**config.mk**
```make
export PLATFORM = sky130hd
export DESIGN_NAME = joystick_axis_calibrated_map
export DESIGN_NICKNAME = d
export VERILOG_FILES = /design/src/rtl/jacm_pkg.sv /design/src/rtl/jacm_front.sv /design/src/rtl/jacm_fifo.sv /design/src/rtl/jacm_back.sv /design/src/rtl/joystick_axis_calibrated_map.sv
export SDC_FILE = /design/constraint.sdc
export NUM_CORES = 2
export LEC_CHECK = 0
export CORE_MARGIN = 3
export CORE_UTILIZATION = 41
export DETAILED_ROUTE_END_ITERATION = 12
export DONT_BUFFER_PORTS = 1
export SKIP_LAST_GASP = 1
export SLEW_MARGIN = 20
export SYNTH_ARGS = -nofsm -noshare
export SYNTH_HDL_FRONTEND = slang
export SYNTH_SLANG_ARGS = --single-unit
```
**constraint.sdc**
```tcl
create_clock -name clk -period 153.2 [get_ports clk]
set_clock_uncertainty 0.2 [all_clocks]
set_input_delay 7.66 -clock clk [delete_from_list [all_inputs] [get_ports clk]]
set_output_delay 7.66 -clock clk [all_outputs]
set_load 0.01 [all_outputs]
```
**src/rtl/jacm_pkg.sv**
```systemverilog
// ----------------------------------------------------------------------------
// jacm_pkg: shared definitions for the joystick axis calibrated map
// Register indexes, reset values, fixed field widths and the result flags.
// ----------------------------------------------------------------------------
package jacm_pkg;

    localparam int CAL_W       = 36;
    localparam int CAL_REGS    = 4;
    localparam int AXIS_W      = 2;
    localparam int OUT_W       = 16;
    localparam int DB_W        = 12;
    localparam int CFG_IDX_W   = 3;
    localparam int OUT_TDATA_W = 24;
    localparam int Q_DEPTH     = 4;

    localparam logic [CAL_W-1:0]        CAL_RESET        = 36'hFFF800000;
    localparam logic [DB_W-1:0]         DEAD_BAND_RESET  = 12'd100;
    localparam logic signed [OUT_W-1:0] OUT_MIN_RESET    = 16'sd0;
    localparam logic signed [OUT_W-1:0] OUT_CENTER_RESET = 16'sd128;
    localparam logic signed [OUT_W-1:0] OUT_MAX_RESET    = 16'sd255;

    typedef enum logic [CFG_IDX_W-1:0] {
        REG_CAL_LEFT_X  = 3'd0,
        REG_CAL_LEFT_Y  = 3'd1,
        REG_CAL_RIGHT_X = 3'd2,
        REG_CAL_RIGHT_Y = 3'd3,
        REG_DEAD_BAND   = 3'd4,
        REG_OUT_MIN     = 3'd5,
        REG_OUT_CENTER  = 3'd6,
        REG_OUT_MAX     = 3'd7
    } reg_idx_t;

    typedef struct packed {
        logic cal_fault;
        logic in_dead_band;
    } flags_t;

endpackage

```
**src/rtl/jacm_front.sv**
```systemverilog
// ----------------------------------------------------------------------------
// jacm_front: sample classification and mapping operands
// Looks up the axis calibration, applies the dead band, picks the half-range,
// clamps the sample and forms the product and divisor for the back end.
// ----------------------------------------------------------------------------
module jacm_front #(
    parameter int SAMPLE_BITS = 12,
    parameter int CAL_N       = 4
) (
    input  logic                                    clk,
    input  logic                                    rst_n,
    input  logic                                    in_valid,
    output logic                                    in_ready,
    input  logic [jacm_pkg::AXIS_W-1:0]             in_axis,
    input  logic [SAMPLE_BITS-1:0]                  in_sample,
    input  logic [CAL_N*jacm_pkg::CAL_W-1:0]        cal_bus,
    input  logic [jacm_pkg::DB_W-1:0]               dead_band,
    input  logic signed [jacm_pkg::OUT_W-1:0]       out_min,
    input  logic signed [jacm_pkg::OUT_W-1:0]       out_center,
    input  logic signed [jacm_pkg::OUT_W-1:0]       out_max,
    output logic                                    push_valid,
    input  logic                                    push_ready,
    output logic [2*SAMPLE_BITS+37:0]               push_data
);

    localparam int S         = SAMPLE_BITS;
    localparam int CAL_IDX_W = (CAL_N > 1) ? $clog2(CAL_N) : 1;
    localparam int EXT_W     = (3*S > jacm_pkg::CAL_W) ? 3*S : jacm_pkg::CAL_W;
    localparam int CMP_W     = (S + 1 > jacm_pkg::DB_W) ? S + 1 : jacm_pkg::DB_W;
    localparam int PW        = S + 17;
    localparam int OW        = jacm_pkg::OUT_W;

    logic                    en;
    logic [CAL_IDX_W-1:0]    idx;
    logic [jacm_pkg::CAL_W-1:0] cal_sel;
    logic [EXT_W-1:0]        cal_ext;

    // Stage A: registered sample and selected calibration
    logic                    a_valid_reg;
    logic [jacm_pkg::AXIS_W-1:0] a_axis_reg;
    logic [S-1:0]            a_s_reg;
    logic [S-1:0]            a_min_reg;
    logic [S-1:0]            a_ctr_reg;
    logic [S-1:0]            a_max_reg;

    // Stage B: operands for the multiply and divide
    logic                    b_valid_reg;
    logic [jacm_pkg::AXIS_W-1:0] b_axis_reg;
    jacm_pkg::flags_t        b_flags_reg;
    jacm_pkg::flags_t        b_flags_next;
    logic signed [S:0]       b_dx_reg;
    logic signed [S:0]       b_dx_next;
    logic signed [OW:0]      b_dy_reg;
    logic signed [OW:0]      b_dy_next;
    logic signed [S:0]       b_den_reg;
    logic signed [S:0]       b_den_next;
    logic signed [OW-1:0]    b_lo_reg;
    logic signed [OW-1:0]    b_lo_next;

    logic signed [S:0]       s_sx;
    logic signed [S:0]       ctr_sx;
    logic signed [S:0]       min_sx;
    logic signed [S:0]       max_sx;
    logic signed [S:0]       diff;
    logic [S:0]              absd;
    logic                    below;
    logic                    dz;
    logic                    fault;
    logic signed [S:0]       lo_in;
    logic signed [S:0]       hi_in;
    logic signed [S:0]       x;
    logic signed [OW-1:0]    lo_out;
    logic signed [OW-1:0]    hi_out;
    logic signed [S+17:0]    prod_full;

    assign en       = !b_valid_reg || push_ready;
    assign in_ready = en;

    // Axes without a calibration register of their own fall back to axis 0.
    always_comb
    begin
        idx     = (int'(in_axis) < CAL_N) ? CAL_IDX_W'(in_axis) : '0;
        cal_sel = cal_bus[idx*jacm_pkg::CAL_W +: jacm_pkg::CAL_W];
        cal_ext = EXT_W'(cal_sel);
    end

    always_comb
    begin
        s_sx   = signed'({1'b0, a_s_reg});
        ctr_sx = signed'({1'b0, a_ctr_reg});
        min_sx = signed'({1'b0, a_min_reg});
        max_sx = signed'({1'b0, a_max_reg});
        diff   = s_sx - ctr_sx;
        absd   = diff[S] ? unsigned'(-diff) : unsigned'(diff);
        dz     = CMP_W'(absd) < CMP_W'(dead_band);
        below  = diff[S];
        lo_in  = below ? min_sx : ctr_sx;
        hi_in  = below ? ctr_sx : max_sx;
        lo_out = below ? out_min : out_center;
        hi_out = below ? out_center : out_max;
        fault  = !dz && (hi_in == lo_in);
        // Low bound is tested first so an inverted calibration behaves the same way.
        if (s_sx < lo_in)
            x = lo_in;
        else if (s_sx > hi_in)
            x = hi_in;
        else
            x = s_sx;

        b_flags_next.in_dead_band = dz;
        b_flags_next.cal_fault    = fault;
        // Dead band and empty half-range both reduce to 0 / 1 + out_center.
        if (dz || fault)
        begin
            b_dx_next  = '0;
            b_dy_next  = '0;
            b_den_next = (S+1)'(1);
            b_lo_next  = out_center;
        end
        else
        begin
            b_dx_next  = x - lo_in;
            b_dy_next  = {hi_out[OW-1], hi_out} - {lo_out[OW-1], lo_out};
            b_den_next = hi_in - lo_in;
            b_lo_next  = lo_out;
        end
    end

    always_ff @(posedge clk or negedge rst_n)
    begin
        if (!rst_n)
        begin
            a_valid_reg <= 1'b0;
            b_valid_reg <= 1'b0;
        end
        else if (en)
        begin
            a_valid_reg <= in_valid;
            b_valid_reg <= a_valid_reg;
        end
    end

    always_ff @(posedge clk)
    begin
        if (en)
        begin
            a_axis_reg  <= in_axis;
            a_s_reg     <= in_sample;
            a_min_reg   <= cal_ext[0 +: S];
            a_ctr_reg   <= cal_ext[S +: S];
            a_max_reg   <= cal_ext[2*S +: S];
            b_axis_reg  <= a_axis_reg;
            b_flags_reg <= b_flags_next;
            b_dx_reg    <= b_dx_next;
            b_dy_reg    <= b_dy_next;
            b_den_reg   <= b_den_next;
            b_lo_reg    <= b_lo_next;
        end
    end

    // The product is registered by the queue entry it is written into.
    assign prod_full  = (S+18)'(b_dx_reg) * (S+18)'(b_dy_reg);
    assign push_valid = b_valid_reg;
    assign push_data  = {b_flags_reg, b_axis_reg, b_lo_reg, b_den_reg, prod_full[PW-1:0]};

endmodule

```
**src/rtl/jacm_fifo.sv**
```systemverilog
// ----------------------------------------------------------------------------
// jacm_fifo: short request queue between front and back end
// A few entries of register storage with a fill count.
// ----------------------------------------------------------------------------
module jacm_fifo #(
    parameter int W = 62
) (
    input  logic         clk,
    input  logic         rst_n,
    input  logic         push_valid,
    output logic         push_ready,
    input  logic [W-1:0] push_data,
    output logic         pop_valid,
    input  logic         pop_ready,
    output logic [W-1:0] pop_data
);

    localparam int DEPTH = jacm_pkg::Q_DEPTH;
    localparam int PTR_W = $clog2(DEPTH);
    localparam int CNT_W = $clog2(DEPTH + 1);

    logic [W-1:0]     mem_reg [DEPTH];
    logic [PTR_W-1:0] wr_ptr_reg;
    logic [PTR_W-1:0] rd_ptr_reg;
    logic [CNT_W-1:0] count_reg;
    logic [CNT_W-1:0] count_next;
    logic             do_push;
    logic             do_pop;

    assign push_ready = count_reg != CNT_W'(DEPTH);
    assign pop_valid  = count_reg != '0;
    assign do_push    = push_valid && push_ready;
    assign do_pop     = pop_valid && pop_ready;
    assign pop_data   = mem_reg[rd_ptr_reg];

    always_comb
    begin
        count_next = count_reg;
        if (do_push && !do_pop)
            count_next = count_reg + 1'b1;
        else if (do_pop && !do_push)
            count_next = count_reg - 1'b1;
    end

    always_ff @(posedge clk or negedge rst_n)
    begin
        if (!rst_n)
        begin
            wr_ptr_reg <= '0;
            rd_ptr_reg <= '0;
            count_reg  <= '0;
        end
        else
        begin
            if (do_push)
                wr_ptr_reg <= wr_ptr_reg + 1'b1;
            if (do_pop)
                rd_ptr_reg <= rd_ptr_reg + 1'b1;
            count_reg <= count_next;
        end
    end

    always_ff @(posedge clk)
    begin
        if (do_push)
            mem_reg[wr_ptr_reg] <= push_data;
    end

endmodule

```
**src/rtl/jacm_back.sv**
```systemverilog
// ----------------------------------------------------------------------------
// jacm_back: pipelined divide, offset and output clamp
// Restoring division with one quotient bit per stage, then the output offset
// and the final clamp into the output register.
// ----------------------------------------------------------------------------
module jacm_back #(
    parameter int SAMPLE_BITS = 12
) (
    input  logic                              clk,
    input  logic                              rst_n,
    input  logic                              in_valid,
    output logic                              in_ready,
    input  logic [2*SAMPLE_BITS+37:0]         in_data,
    input  logic signed [jacm_pkg::OUT_W-1:0] out_min,
    input  logic signed [jacm_pkg::OUT_W-1:0] out_max,
    output logic                              out_valid,
    input  logic                              out_ready,
    output logic [jacm_pkg::AXIS_W-1:0]       out_axis,
    output logic signed [jacm_pkg::OUT_W-1:0] out_mapped,
    output jacm_pkg::flags_t                  out_flags
);

    localparam int S  = SAMPLE_BITS;
    localparam int NB = S + 16;
    localparam int PW = S + 17;
    localparam int VW = NB + 2;
    localparam int OW = jacm_pkg::OUT_W;
    localparam int AW = jacm_pkg::AXIS_W;

    logic                 en;
    logic signed [PW-1:0] prod;
    logic signed [S:0]    den;
    logic signed [OW-1:0] lo_in;
    logic [AW-1:0]        axis_in;
    jacm_pkg::flags_t     flags_in;
    logic [PW-1:0]        prod_abs;
    logic [S:0]           den_abs;

    logic                 vld_reg   [NB+1];
    logic [NB-1:0]        nq_reg    [NB+1];
    logic [S-1:0]         rem_reg   [NB+1];
    logic [S-1:0]         d_reg     [NB+1];
    logic                 neg_reg   [NB+1];
    logic signed [OW-1:0] lo_reg    [NB+1];
    logic [AW-1:0]        ax_reg    [NB+1];
    jacm_pkg::flags_t     fl_reg    [NB+1];
    logic [NB-1:0]        nq_next   [1:NB];
    logic [S-1:0]         rem_next  [1:NB];

    logic                 f_valid_reg;
    logic signed [VW-1:0] f_v_reg;
    logic signed [VW-1:0] f_v_next;
    logic [AW-1:0]        f_axis_reg;
    jacm_pkg::flags_t     f_flags_reg;
    logic signed [NB:0]   q_pos;
    logic signed [NB:0]   q_s;

    logic                 out_valid_reg;
    logic [AW-1:0]        out_axis_reg;
    logic signed [OW-1:0] out_mapped_reg;
    logic signed [OW-1:0] out_mapped_next;
    jacm_pkg::flags_t     out_flags_reg;

    // The whole pipeline moves together and holds while a result waits.
    assign en       = !out_valid_reg || out_ready;
    assign in_ready = en;

    assign prod     = in_data[PW-1:0];
    assign den      = in_data[PW +: S+1];
    assign lo_in    = in_data[PW+S+1 +: OW];
    assign axis_in  = in_data[PW+S+1+OW +: AW];
    assign flags_in = in_data[PW+S+1+OW+AW +: 2];
    assign prod_abs = prod[PW-1] ? unsigned'(-prod) : unsigned'(prod);
    assign den_abs  = den[S] ? unsigned'(-den) : unsigned'(den);

    // The divide works on magnitudes; the sign is put back so it truncates toward zero.
    for (genvar i = 1; i <= NB; i++)
    begin : g_step
        logic [S:0] t;
        logic [S:0] t_sub;
        logic       ge;
        assign t           = {rem_reg[i-1], nq_reg[i-1][NB-1]};
        assign t_sub       = t - {1'b0, d_reg[i-1]};
        assign ge          = t >= {1'b0, d_reg[i-1]};
        assign rem_next[i] = ge ? t_sub[S-1:0] : t[S-1:0];
        assign nq_next[i]  = {nq_reg[i-1][NB-2:0], ge};
    end

    always_comb
    begin
        q_pos    = signed'({1'b0, nq_reg[NB]});
        q_s      = neg_reg[NB] ? -q_pos : q_pos;
        f_v_next = VW'(q_s) + VW'(lo_reg[NB]);
        if (f_v_reg < VW'(out_min))
            out_mapped_next = out_min;
        else if (f_v_reg > VW'(out_max))
            out_mapped_next = out_max;
        else
            out_mapped_next = f_v_reg[OW-1:0];
    end

    always_ff @(posedge clk or negedge rst_n)
    begin
        if (!rst_n)
        begin
            for (int i = 0; i <= NB; i++)
                vld_reg[i] <= 1'b0;
            f_valid_reg   <= 1'b0;
            out_valid_reg <= 1'b0;
        end
        else if (en)
        begin
            vld_reg[0] <= in_valid;
            for (int i = 1; i <= NB; i++)
                vld_reg[i] <= vld_reg[i-1];
            f_valid_reg   <= vld_reg[NB];
            out_valid_reg <= f_valid_reg;
        end
    end

    always_ff @(posedge clk)
    begin
        if (en)
        begin
            nq_reg[0]  <= prod_abs[NB-1:0];
            rem_reg[0] <= '0;
            d_reg[0]   <= den_abs[S-1:0];
            neg_reg[0] <= prod[PW-1] ^ den[S];
            lo_reg[0]  <= lo_in;
            ax_reg[0]  <= axis_in;
            fl_reg[0]  <= flags_in;
            for (int i = 1; i <= NB; i++)
            begin
                nq_reg[i]  <= nq_next[i];
                rem_reg[i] <= rem_next[i];
                d_reg[i]   <= d_reg[i-1];
                neg_reg[i] <= neg_reg[i-1];
                lo_reg[i]  <= lo_reg[i-1];
                ax_reg[i]  <= ax_reg[i-1];
                fl_reg[i]  <= fl_reg[i-1];
            end
            f_v_reg        <= f_v_next;
            f_axis_reg     <= ax_reg[NB];
            f_flags_reg    <= fl_reg[NB];
            out_mapped_reg <= out_mapped_next;
            out_axis_reg   <= f_axis_reg;
            out_flags_reg  <= f_flags_reg;
        end
    end

    assign out_valid  = out_valid_reg;
    assign out_axis   = out_axis_reg;
    assign out_mapped = out_mapped_reg;
    assign out_flags  = out_flags_reg;

endmodule

```
**src/rtl/joystick_axis_calibrated_map.sv**
```systemverilog
// ----------------------------------------------------------------------------
// joystick_axis_calibrated_map: calibrated joystick axis map with dead band
// Maps raw axis samples through per-axis min/center/max calibration onto a
// programmable output scale, with a dead band around center.
// ----------------------------------------------------------------------------
// The block takes one sample per clock while s_axis_tready is high and returns
// one result per sample, in order. A result is registered through the two
// front stages, the queue, the divider stages and the offset and clamp stages;
// most of that path is the divider, which resolves one quotient bit per
// pipeline stage. Two front stages and a four-entry queue sit ahead of the
// divider, so samples are still taken while a finished result waits on the
// output. Configuration writes are taken every cycle and should only be issued
// while no sample is in flight.
module joystick_axis_calibrated_map #(
    parameter int SAMPLE_BITS = 12,
    parameter int AXES        = 4
) (
    input  logic                                  clk,
    input  logic                                  rst_n,
    // s_axis_tdata fields from bit 0: axis, sample, zero fill
    input  logic                                  s_axis_tvalid,
    output logic                                  s_axis_tready,
    input  logic [((SAMPLE_BITS+2+7)/8)*8-1:0]    s_axis_tdata,
    // m_axis_tdata fields from bit 0: axis_out, mapped, zero fill
    output logic                                  m_axis_tvalid,
    input  logic                                  m_axis_tready,
    output logic [jacm_pkg::OUT_TDATA_W-1:0]      m_axis_tdata,
    // m_axis_tuser fields from bit 0: in_dead_band, cal_fault
    output logic [1:0]                            m_axis_tuser,
    input  logic                                  cfg_valid,
    output logic                                  cfg_ready,
    input  logic [jacm_pkg::CFG_IDX_W-1:0]        cfg_index,
    input  logic [jacm_pkg::CAL_W-1:0]            cfg_data
);

    localparam int S         = SAMPLE_BITS;
    localparam int CAL_N     = (AXES < jacm_pkg::CAL_REGS) ? AXES : jacm_pkg::CAL_REGS;
    localparam int CAL_IDX_W = (CAL_N > 1) ? $clog2(CAL_N) : 1;
    localparam int EW        = 2*S + 38;
    localparam int OW        = jacm_pkg::OUT_W;
    localparam int AW        = jacm_pkg::AXIS_W;
    localparam int PAD_W     = jacm_pkg::OUT_TDATA_W - AW - OW;

    logic [jacm_pkg::CAL_W-1:0]  cal_reg [CAL_N];
    logic [jacm_pkg::DB_W-1:0]   dead_band_reg;
    logic signed [OW-1:0]        out_min_reg;
    logic signed [OW-1:0]        out_center_reg;
    logic signed [OW-1:0]        out_max_reg;
    logic [CAL_N*jacm_pkg::CAL_W-1:0] cal_bus;

    logic                        push_valid;
    logic                        push_ready;
    logic [EW-1:0]               push_data;
    logic                        pop_valid;
    logic                        pop_ready;
    logic [EW-1:0]               pop_data;
    logic [AW-1:0]               axis_out;
    logic signed [OW-1:0]        mapped;
    jacm_pkg::flags_t            flags;

    assign cfg_ready = 1'b1;

    always_ff @(posedge clk or negedge rst_n)
    begin
        if (!rst_n)
        begin
            for (int i = 0; i < CAL_N; i++)
                cal_reg[i] <= jacm_pkg::CAL_RESET;
            dead_band_reg  <= jacm_pkg::DEAD_BAND_RESET;
            out_min_reg    <= jacm_pkg::OUT_MIN_RESET;
            out_center_reg <= jacm_pkg::OUT_CENTER_RESET;
            out_max_reg    <= jacm_pkg::OUT_MAX_RESET;
        end
        else if (cfg_valid)
        begin
            case (jacm_pkg::reg_idx_t'(cfg_index))
                jacm_pkg::REG_CAL_LEFT_X, jacm_pkg::REG_CAL_LEFT_Y,
                jacm_pkg::REG_CAL_RIGHT_X, jacm_pkg::REG_CAL_RIGHT_Y:
                begin
                    // Calibration of an axis the block does not serve is dropped.
                    if (int'(cfg_index) < CAL_N)
                        cal_reg[cfg_index[CAL_IDX_W-1:0]] <= cfg_data;
                end
                jacm_pkg::REG_DEAD_BAND:  dead_band_reg  <= cfg_data[jacm_pkg::DB_W-1:0];
                jacm_pkg::REG_OUT_MIN:    out_min_reg    <= cfg_data[OW-1:0];
                jacm_pkg::REG_OUT_CENTER: out_center_reg <= cfg_data[OW-1:0];
                jacm_pkg::REG_OUT_MAX:    out_max_reg    <= cfg_data[OW-1:0];
                default: ;
            endcase
        end
    end

    for (genvar g = 0; g < CAL_N; g++)
    begin : g_cal
        assign cal_bus[g*jacm_pkg::CAL_W +: jacm_pkg::CAL_W] = cal_reg[g];
    end

    jacm_front #(
        .SAMPLE_BITS (S),
        .CAL_N       (CAL_N)
    ) u_front (
        .clk        (clk),
        .rst_n      (rst_n),
        .in_valid   (s_axis_tvalid),
        .in_ready   (s_axis_tready),
        .in_axis    (s_axis_tdata[AW-1:0]),
        .in_sample  (s_axis_tdata[AW +: S]),
        .cal_bus    (cal_bus),
        .dead_band  (dead_band_reg),
        .out_min    (out_min_reg),
        .out_center (out_center_reg),
        .out_max    (out_max_reg),
        .push_valid (push_valid),
        .push_ready (push_ready),
        .push_data  (push_data)
    );

    jacm_fifo #(
        .W (EW)
    ) u_fifo (
        .clk        (clk),
        .rst_n      (rst_n),
        .push_valid (push_valid),
        .push_ready (push_ready),
        .push_data  (push_data),
        .pop_valid  (pop_valid),
        .pop_ready  (pop_ready),
        .pop_data   (pop_data)
    );

    jacm_back #(
        .SAMPLE_BITS (S)
    ) u_back (
        .clk        (clk),
        .rst_n      (rst_n),
        .in_valid   (pop_valid),
        .in_ready   (pop_ready),
        .in_data    (pop_data),
        .out_min    (out_min_reg),
        .out_max    (out_max_reg),
        .out_valid  (m_axis_tvalid),
        .out_ready  (m_axis_tready),
        .out_axis   (axis_out),
        .out_mapped (mapped),
        .out_flags  (flags)
    );

    assign m_axis_tdata = {{PAD_W{1'b0}}, mapped, axis_out};
    assign m_axis_tuser = flags;

    // A sample is either in the dead band or on an empty half-range, never both.
    assert property (@(posedge clk) disable iff (!rst_n)
        m_axis_tvalid |-> !(m_axis_tuser[0] && m_axis_tuser[1]))
        else $error("dead band and calibration fault raised together");

    // Dead band and fault results carry the output center when it lies in range.
    assert property (@(posedge clk) disable iff (!rst_n)
        m_axis_tvalid && (m_axis_tuser[0] || m_axis_tuser[1]) &&
        (out_min_reg <= out_center_reg) && (out_center_reg <= out_max_reg)
        |-> mapped == out_center_reg)
        else $error("flagged result is not the output center");

    // With an ordered output scale every result lies inside it.
    assert property (@(posedge clk) disable iff (!rst_n)
        m_axis_tvalid && (out_min_reg <= out_max_reg)
        |-> (mapped >= out_min_reg) && (mapped <= out_max_reg))
        else $error("mapped value outside the output scale");

endmodule
```
==> flow_summary_export.csv <==
group,metric,value,unit
final_layout,largest_reg_flops,812,
routing,routed_wirelength,232000,um
critical_path,crit_family,"buffers and inverters",
critical_path,worst_path_largest_cell_delay,0.92,ns
final_layout,final_area,136000,sq um
synth,ys_ff_latch,2740,
clock_network,htreeDepth,5,
routing,wl_met1,102000,um
die,pin_count,89,
final_layout,regArea,81100,sq um
global_routing,grt_first_pass_wirelength,364000,um
sta,rsz0062_at_grt,"false",
final_layout,drive_gt1_share,14.1,%
die,core-area,295000,sq um
routing,met3WireLength,8370,um
critical_path,end_kind,"flop",
critical_path,critPathLaunchType,"input port",
critical_path,required,153.46,ns
clock_network,clockBufferDepth,4,
clock_network,cts_resized,0,
placement,dpl-instance-area,127000,sq um
synth,synth_edf_count,2496,
sta,finalSetupViolations,0,
sta,slew_headroom,24.0,%
clock_network,holdBufCountCts,0,
synth,ys_seq_area_share,66.6,%
routing,wl_met2,115000,um
global_routing,overflow,0,
critical_path,cp_common_cell,"buf_4",
worst_hold_path,hp-class,"flop to flop",
critical_path,cp.arrival,13.01,ns
die,die_h,551,um
routing,drt-pass1-iter-count,8,
sta,fin_crit_sh,8.32,%
routing,drc,0,
routing,wire_per_inst,19.0,um
final_layout,stdcell_count,12200,
routing,vias_per_cell,5.13,
placement,place.gp.congestion,0.863,
clock_network,clkLatencyLatePin,0.82,ns
synth,ys.flop_type,"edfxtp_1",
status,status,"finished clean",
routing,highest_layer,"met5",
global_routing,antenna_found_initial,7,
synth,syn_inst,7868,
die,fp-row-count,199,
placement,dp_hpwl,158000,um
synth,synth_area,122000,sq um
critical_path,crit_chain,"nand2b_4 > buf_4 > buf_4 > buf_12 > buf_4 > buf_4 > buf_4",
clock_network,cts_buffers,286,
synth,yosysTopAreaCell,"edfxtp_1",
global_routing,track_usage,15.1,%
clock_network,clkTransAtPathRegs,0.06,ns
final_layout,multiInputGateArea,37600,sq um
sta,holdWs,0.161,ns
clock_network,cts.sinks,2740,
final_layout,final_common_cell,"edfxtp_1",
synth,synth_cell_type_count,83,
global_routing,grt_pass1_vias,64200,
synth,async_reset_ff_share,8.91,%
die,die_area,304000,sq um
run,timing.max_cap.violations,0,
placement,dp.cells,11700,
clock_network,cts_tree,"yes",
critical_path,critPathBufInv,6,
routing,final_antenna_net_count,0,
final_layout,nFillCells,25400,
placement,portBuffers,0,
final_layout,nets,8941,
final_layout,final_cell_mix,"edfxtp_1 (2,496), inv_1 (733), ha_1 (581)",
routing,drt-initial-drc-count,4292,
die,start_util,41.3,%
clock_network,post_cts_buffers,0,
critical_path,cp_slowest_cell,"buf_4",
sta,tightest_slew,1.14,ns
routing,routed-via-count,62600,
sta,fmax,78.5,MHz
synth,yosys_warnings,0,
synth,synth.top_cell.area_share,61.5,%
sta,finalHoldViolations,0,
global_routing,grt_max_degree,245,
sta,drv_slew,0,
sta,tns,0,ns
critical_path,path_class,"input port to flop",
critical_path,cp_max_fo,187,
synth,synth_area_leaders,"edfxtp_1 (61%), ha_1 (6.0%), mux2_2 (4.1%)",
final_layout,area_delta_synth_final,11.6,%
clock_network,clockRootBuffer,"clkbuf_16",
synth,syn_area_per_cell,15.5,sq um
sta,min_period,12.74,ns
die,die_x,551,um
per-layer routing:
layer / vias to the layer above / track usage, %
met5: - / 0
met4: 2 / 4.45
met3: 388 / 2.06
met2: 1068 / 26.0
met1: 31500 / 20.0
li1: 29700 / -
cells in the mapped netlist, drive strengths merged (7+ instances only):
| cell | number |
|---|---|
| edfxtp | 2496 |
| inv | 733 |
| ha | 581 |
| mux2 | 442 |
| nand2 | 333 |
| nor2 | 273 |
| a21oi | 245 |
| xnor2 | 235 |
| fa | 234 |
| o21ai | 223 |
| dfrtp | 180 |
| mux2i | 155 |
| nor3 | 125 |
| nor2b | 104 |
| mux4 | 97 |
| nand4 | 97 |
| and2 | 94 |
| a21o | 92 |
| clkbuf | 90 |
| o21a | 86 |
| xor2 | 84 |
| or3 | 83 |
| o31ai | 82 |
| nand2b | 68 |
| dfstp | 64 |
| nand3 | 63 |
| a211oi | 56 |
| buf | 55 |
| or2 | 45 |
| o31a | 43 |
| or4 | 35 |
| a21boi | 32 |
| and3 | 32 |
| a31o | 31 |
| nor4 | 31 |
| o211ai | 25 |
| o211a | 17 |
| o21bai | 12 |
| a2111oi | 9 |
| nor3b | 8 |
| nor4b | 8 |
| o41ai | 8 |
| o311ai | 7 |
worst paths after layout:
| kind | start | end | slack [ns] | depth (start not counted) |
|---|---|---|---|---|
| hold / removal | u_back.nq_reg[0][289] | u_back.nq_reg[0][318] | 0.16 | 0 |
| setup reg to reg | u_front.a_s_reg[0] | u_front.b_dx_reg[12] | 144.54 | 29 |
| setup / recovery | m_axis_tready | u_back.d_reg[1][142] | 140.46 | 7 |
| max in group asynchronous | rst_n | out_center_reg[15] | 145.82 | 0 |
| min in group asynchronous | rst_n | u_front.a_valid_reg | 6.35 | 0 |
| hold reg to reg | u_back.nq_reg[0][289] | u_back.nq_reg[0][318] | 0.16 | 0 |
metrics by stage:
step                setup WS (ns)  utilization, %
finish                     140.46            46.1
global route               140.05            46.1
CTS                        140.07            46.1
detailed placement         139.10            43.0
global placement           139.27            43.0
floorplan                   80.12               -
kinds of logic (layout without fill, tap and decap cells):
kind of cell,count (synthesis),count (layout),synth area share (%)
flip-flops,2740,2740,66.6
buffers and inverters,878,1288,2.74
XOR/XNOR,319,319,2.29
adder cells (fa/ha/maj),815,815,9.81
AND/OR/NAND/NOR,1413,1413,5.97
other,2,9,0.00616
AO/OA/AOI/OAI,1007,1007,5.45
multiplexers,694,694,7.17
final cells by class:
type | count | area share [%]
well taps | 3919 | 3.61
inverters | 733 | 2.02
diodes | 2 | 0.00368
clock inverters | 149 | 1.12
flip-flops and latches | 2740 | 59.7
repair buffers | 50 | 0.362
multi-input cells | 4255 | 27.6
clock buffers | 356 | 5.62
Power is left out: the tool's default activity adds up to more than one toggle a clock period on the data nets, which glitch-free logic cannot reach.
